[src/rtl/core/eqd_front.sv]
// ----------------------------------------------------------------------------
// eqd_front
// Input side: accepts sample beats and queues them for the back end.
// ----------------------------------------------------------------------------
module eqd_front #(
    parameter int SAMPLE_WIDTH = 16
) (
    input  logic                    i_clk,
    input  logic                    i_rst_n,
    input  logic                    i_tvalid,
    output logic                    o_tready,
    input  logic [SAMPLE_WIDTH-1:0] i_sample,
    output logic                    o_valid,
    input  logic                    i_pop,
    output logic [SAMPLE_WIDTH-1:0] o_sample
);

    logic [SAMPLE_WIDTH-1:0] r_mem [2];
    logic                    r_wp, r_rp;
    logic [1:0]              r_cnt;
    logic                    w_push, w_pop;

    assign o_tready = (r_cnt != 2'd2);
    assign o_valid  = (r_cnt != 2'd0);
    assign o_sample = r_mem[r_rp];
    assign w_push   = i_tvalid && o_tready;
    assign w_pop    = i_pop && o_valid;

    always_ff @(posedge i_clk) begin
        if (w_push) begin
            r_mem[r_wp] <= i_sample;
        end
    end

    always_ff @(posedge i_clk) begin
        if (!i_rst_n) begin
            r_wp  <= 1'b0;
            r_rp  <= 1'b0;
            r_cnt <= 2'd0;
        end else begin
            if (w_push) r_wp <= ~r_wp;
            if (w_pop) r_rp <= ~r_rp;
            if (w_push && !w_pop) r_cnt <= r_cnt + 2'd1;
            else if (w_pop && !w_push) r_cnt <= r_cnt - 2'd1;
        end
    end

endmodule

[config.mk]
export PLATFORM = sky130hd
export DESIGN_NAME = eqd_front
export DESIGN_NICKNAME = d
export VERILOG_FILES = /design/src/rtl/core/eqd_front.sv
export SDC_FILE = /design/constraint.sdc
export NUM_CORES = 1
export LEC_CHECK = 0
export BUFFER_PORTS_ARGS = -buffer_cell sky130_fd_sc_hd__buf_2
export CORE_MARGIN = 4
export CORE_UTILIZATION = 35
export DETAILED_ROUTE_END_ITERATION = 10
export HOLD_SLACK_MARGIN = 0.1
export SKIP_CTS_REPAIR_TIMING = 1
export SYNTH_ARGS = -nofsm -noshare
export SYNTH_HDL_FRONTEND = slang
export SYNTH_SLANG_ARGS = --single-unit
[constraint.sdc]
create_clock -name i_clk -period 5.1 [get_ports i_clk]
set_clock_uncertainty 0.15 [all_clocks]
set_input_delay 0.765 -clock i_clk [delete_from_list [all_inputs] [get_ports i_clk]]
set_output_delay 0.765 -clock i_clk [all_outputs]
set_load 0.1 [all_outputs]
After elaboration in Yosys (flattened, before gate mapping)
Memories as Yosys holds them, arrays and structs flattened. A register that Yosys moved wholly into a read port is not among the register bits.
Index checks and enable logic that the tools add are counted.
Word-level totals
  register bits after elaboration: 4
  memories: 1
  output and inout bits: 18
  bits of input ports: 20
  word-level logic and storage cells: 23
  bits in writable memories: 32
Operators by class
  eq/ne operators: 1
  $add $sub $neg: 2
  reduce and logical (&&, ||, !) cells: 8
  multiplexer cells: 6
  bitwise operators: 2
Memory list
  r_mem: depth 2, bits a word 16, rd ports 1, clocked after memory_dff 1, wr ports 1, line 18  | logic [SAMPLE_WIDTH-1:0] r_mem [2];
Operators with widths (count)
  $logic_and 1x1->1: 4
  $mux 1: 4
  $mux 2: 2
  $reduce_bool 2->1: 2
  $add 2x1->2 const B: 1
  $logic_not 1->1: 2
  $ne 2x2->1 const B: 1
  $not 1->1: 2
  $sub 2x1->2 const B: 1

Longest topological paths before layout
Gate-level depths: netlist of the first run.
  depth after elaboration: 6
  gate-level depth with buffers: 6
  mapped depth without buffers: 6

Worst setup path before layout of the first run
OpenSTA, ideal clock, no wires.
  path kind: reg-to-output
  start point: reg (tool-made name)
  end point: out o_sample[0]
  arrival time: 1229 ps
  required time: 4185 ps
  stages on the path, launching flop included: 4
  slack: 2956 ps
  path buffers: 2
  cells stage by stage: dfxtp_1 > buf_2 > buf_2 > mux2_2
RTL lines
  to (decl): line 15  | output logic [SAMPLE_WIDTH-1:0] o_sample

==> out/results.tsv, run 1 <==
metric	value	unit
placedCellCount	157	
clock_path_buffers	2	
row_count	22	
gp_congestion	0.731	
slew-limit-headroom	47.9	%
grt.overflow.total	0	
hp-class	reg2reg	
multi_input_area	319	um2
cp_slowest_cell	dfxtp_1	
layout_commonest_cell	buf_2	
critPathRequiredTime	4.18	ns
worstPathArrival	1.77	ns
dieHeight	71.1	um
synth_edf_count	32	
synth_seq_cells	37	
tns	0	ns
ys_async_sr_fraction	0	%
yosysUniqueCellTypes	19	
cts_htree_levels	2	
crit_chain	mux2_2 > buf_2	
clock-sinks	37	
core	3740	um2
startpoint_type	flop	
fmax	372	MHz
regArea	1060	um2
grt_pass1_vias	795	
clkLatencyLatePin	0.28	ns
tightest_slew	0.781	ns
syn_area	1390	um2
die_w	71.1	um
synth_top_area_share	68.9	%
finalWirelength	2270	um
synth_warnings	0	
die-area	5060	um2
rsz0062_at_grt	false	
grt_max_degree	17	
synth_nets	95	
maxCapViolations	0	
drc	0	
ant_nets	0	
critPathKind	reg2out	
grt_use_total	9.89	%
start_util	37.2	%
grt_pass1_wl	3680	um
synthCells	74	
critPathCaptureType	output pin	
setup_violations	0	
crit_fanout	16	
post-route-period-util	52.7	%
synth_top_cell_by_area	edfxtp_1	
clk_pin_slew	0.06	ns
dr.pass1.iters	2	
synthTopCellsByArea	edfxtp_1 69%, mux2_2 13%, dfxtp_1 7.2%	
cpPeakStageDelay	0.77	ns
hold_viol_final	0	
layout_common_cells	37 x buf_2, 32 x edfxtp_1, 16 x mux2_2	
cts_made_buffers	5	
cts_root_buffer	clkbuf_8	
first_iter_violations	49	
post-route-min-period	2.69	ns
antenna_cells	0	
drive_gt1_share	53.0	%
wl_per_cell	13.8	um
vias	737	
antenna_found_initial	0	
io_pins	38	
timing.rr.start	r_cnt[0]$_SDFFE_PN0P_	
area_delta_synth_final	24.5	%
synth-main-ff-cell	edfxtp_1	
hold_start	r_cnt[1]$_SDFFE_PN0P_	
cts_tree	done	
nets	137	
fill_cells	356	
instances_no_fill	165	
status	finished, final reports clean	
hpwlAfterDp	1600	um
synth_area_per_cell	18.8	um2
finalMaxSlewViolations	0	
ys_seq_area_share	76.1	%
viasPerCell	4.47	
portBuffers	37	
flip-flops by register name, indices dropped and copies added (netlist names), named ones only:
name / flops
r_mem: 32
r_cnt: 2
r_rp: 1
r_wp: 1
final timing paths:
kind	cells after the start	slack [ns]	endpoint
min reg2reg	2	0.42	r_cnt[1]$_SDFFE_PN0P_
min	2	0.42	r_cnt[1]$_SDFFE_PN0P_
max	2	2.41	o_sample[5]
max reg2reg	2	3.31	r_mem[1][8]$_DFFE_PP_
cells in the mapped netlist (all sizes together) (2+ instances only):
cell type,count
and2,4
mux2,16
edfxtp,32
buf,2
dfxtp,5
xnor2,2
o21ai,2
a21boi,2
area by class of cell:
cell class | instances | area share (%)
clock buffers | 6 | 4.18
inverters | 1 | 0.216
repair buffers | 37 | 10.7
multi-input cells | 34 | 18.4
well taps | 48 | 3.46
flip-flops and latches | 37 | 61.1
clock inverters | 2 | 1.95
layer usage:
layer  global-route usage [%]  part of all wire (%)  wire (um)
met1                     11.3                    44       1010
met2                     15.6                    47       1070
met3                     5.82                   8.1        183
met4                     3.13                  0.35          8
met5                        0                     0          0
logic make-up (layout without fill, tap and decap cells):
group / after synthesis / after routing / synth area share (%)
and+or+nand+nor: 9 / 9 / 4.67
DFF: 37 / 37 / 76.1
buffers and inverters: 3 / 46 / 0.987
adders and majority gates: 1 / 1 / 0.898
muxes: 16 / 16 / 12.9
AOI/OAI and AO/OA: 5 / 5 / 2.51
xor gates and xnor gates: 3 / 3 / 1.89
critical path, delay by kind of cell, from the launching register on:
| kind | cells | cell delay, ns |
|---|---|---|
| mux | 1 | 0.29 |
| flops | 1 | 0.77 |
| buf+inv | 1 | 0.42 |
per-stage QoR:
stage	util, %	setup WS (ns)	hold WS (ns)	cell area [um2]
finish	46.4	2.41	0.418	1740
global route	46.4	2.28	0.457	1740
CTS	46.4	2.35	0.415	1740
detailed placement	43.5	2.66	0.396	1630
global placement	43.5	2.67	0.389	1630
floorplan	-	2.96	0.362	1390
Power of run 1 is not shown: default switching activity piles up to over one toggle a cycle in this logic, so the estimate is an artifact.
==> inputs of run 2 (changes only) <==
clock period = 2.25 ns   (was 5.1 ns; I/O delays follow)
==> out/results.tsv, run 2 (synthesis results as in run 1) <==
metric	value	unit	change
status	finished, final reports clean		
grt_pass1_wl	3600	um	-2.3%
grt_max_degree	17		unchanged
leakage	0.000780	uW	
hold_viol_final	0		unchanged
ff2ff_setup_slack	0.50	ns	-2.81 ns
placedCellCount	159		+1.3%
post-route-period-util	92.7	%	
tns	0	ns	unchanged
worstPathArrival	1.60	ns	-0.17 ns
io_pins	38		unchanged
dr.pass1.iters	4		+2
row_count	22		unchanged
cellPowerDensity	1470	nW/um2	
reg2reg_depth	5		+3
first_iter_violations	28		-43%
largest_register_ffs	32		unchanged
clock_path_buffers	2		unchanged
cts_tree	done		
cpPeakStageDelay	0.41	ns	-0.36 ns
grt_pass1_vias	800		+0.63%
cts_root_buffer	clkbuf_8		
cp_slowest_cell	dfxtp_1		
largestRegisters	r_mem (32), r_cnt (2)		
tightest_slew	0.643	ns	-0.138 ns
gp_congestion	0.665		-9.0%
dp_slack	0.442	ns	-2.22 ns
r2r-end	r_cnt[1]$_SDFFE_PN0P_		
hold_start	i_rst_n		
cts_htree_levels	2		unchanged
critPathCaptureType	output pin		
startpoint_type	flop		
start_util	37.2	%	unchanged
wl_per_cell	12.9	um	-6.3%
hp-class	in2reg		
clock-sinks	37		unchanged
finalPower	2950	uW	
instances_no_fill	183		+11%
dieHeight	71.1	um	unchanged
die-area	5060	um2	unchanged
crit_fanout	13		-3
antenna_found_initial	0		unchanged
ir_drop	1010	uV	
largest_register	r_mem		
viasPerCell	4.40		-1.4%
crit_family	buffers and inverters		
critPathRequiredTime	1.76	ns	-2.42 ns
finalWirelength	2360	um	+4.0%
drive_gt1_share	48.9	%	-4.1 points
finalMaxSlewViolations	0		unchanged
clk_pin_slew	0.07	ns	about the same
path_buf_inv	2		+1
holdPathEnd	r_rp$_SDFFE_PN0P_		
core	3740	um2	unchanged
area_delta_synth_final	44.4	%	
cts_made_buffers	5		unchanged
critPathKind	reg2out		
place_area	1720	um2	+5.5%
fmax	480	MHz	
post-route-min-period	2.09	ns	
grt.overflow.total	0		unchanged
portBuffers	37		unchanged
nets	155		+13%
hpwlAfterDp	1610	um	+0.49%
drc	0		unchanged
timing.rr.start	r_cnt[0]$_SDFFE_PN0P_		
maxCapViolations	0		unchanged
die_w	71.1	um	unchanged
ant_nets	0		unchanged
setup_violations	0		unchanged
grt_use_total	9.80	%	-0.089 points
slew-limit-headroom	57.1	%	+9.1 points
rsz0062_at_grt	false		
setup_slack	0.165	ns	-2.25 ns
layout_common_cells	32 x buf_2, 32 x edfxtp_1, 16 x mux2_2, 16 x dlygate4sd3_1		
vias	806		+9.4%
holdPathStages	2		unchanged
clkLatencyLatePin	0.28	ns	about the same
fin_area	2010	um2	+16%
crit_chain	buf_4 > mux2_2 > buf_2		
antenna_cells	0		unchanged
-- run 2: changes by cell type in the layout (fill, tap and decap cells not counted), moves of 2 or more --
| cell | previous run | this run |
|---|---|---|
| buf_4 | 0 | 2 |
| dlygate4sd3_1 | 0 | 16 |
| buf_12 | 0 | 5 |
| buf_2 | 37 | 32 |
-- run 2: stage by stage --
step	utilization [%]	hold slack, ns
2_1_floorplan	-	0.286
3_3_place_gp	45.9	0.378
3_5_place_dp	45.9	0.380
4_1_cts	49.5	0.0833
5_1_grt	53.8	0.201
6_report	53.8	0.177
-- run 2: worst reg2reg max path: cells and delay by family (launching register included) --
family / cells / cell delay (ns)
AO/OA/AOI/OAI: 1 / 0.16
adder cells (fa/ha/maj): 1 / 0.33
flip-flops: 1 / 0.35
AND/OR/NAND/NOR: 3 / 0.69
-- run 2: routing by layer --
layer	wire, um	vias up	GRT usage [%]
li1	-	396	-
met5	0	-	0
met1	965	377	10.6
met3	175	5	3.98
met4	57	0	6.89
met2	1160	28	15.6
-- run 2: final cells by class --
cell class	count	area, um2
clock buffers	5	68.8
clock inverters	3	65.1
fillers	324	1730
inverters	1	3.75
multi-input cells	34	319
flip-flops and latches	37	1060
well taps	48	60.1
repair buffers	55	435
-- run 2: power breakdown --
| part | internal, uW | switching [uW] |
|---|---|---|
| Clock | 440 | 215 |
| Combinational | 373 | 1010 |
| Sequential | 865 | 49.2 |
| Total | 1680 | 1280 |
-- run 2: worst max-delay path by stage --
| stage | end | depth (start not counted) | start | slack (ns) |
|---|---|---|---|---|
| 2_1_floorplan | r_cnt[1]$_SDFFE_PN0P_ | 5 | r_cnt[0]$_SDFFE_PN0P_ | 0.38 |
| 3_5_place_dp | o_sample[14] | 3 | flop | 0.44 |
| 4_1_cts | o_sample[14] | 3 | flop | 0.13 |
| 5_1_grt | o_sample[5] | 3 | flop | 0.08 |
| 6_report | o_sample[14] | 3 | flop | 0.16 |
| 3_3_place_gp | o_sample[10] | 3 | flop | 0.50 |
Note: power is estimated with default switching activity, not from simulation.
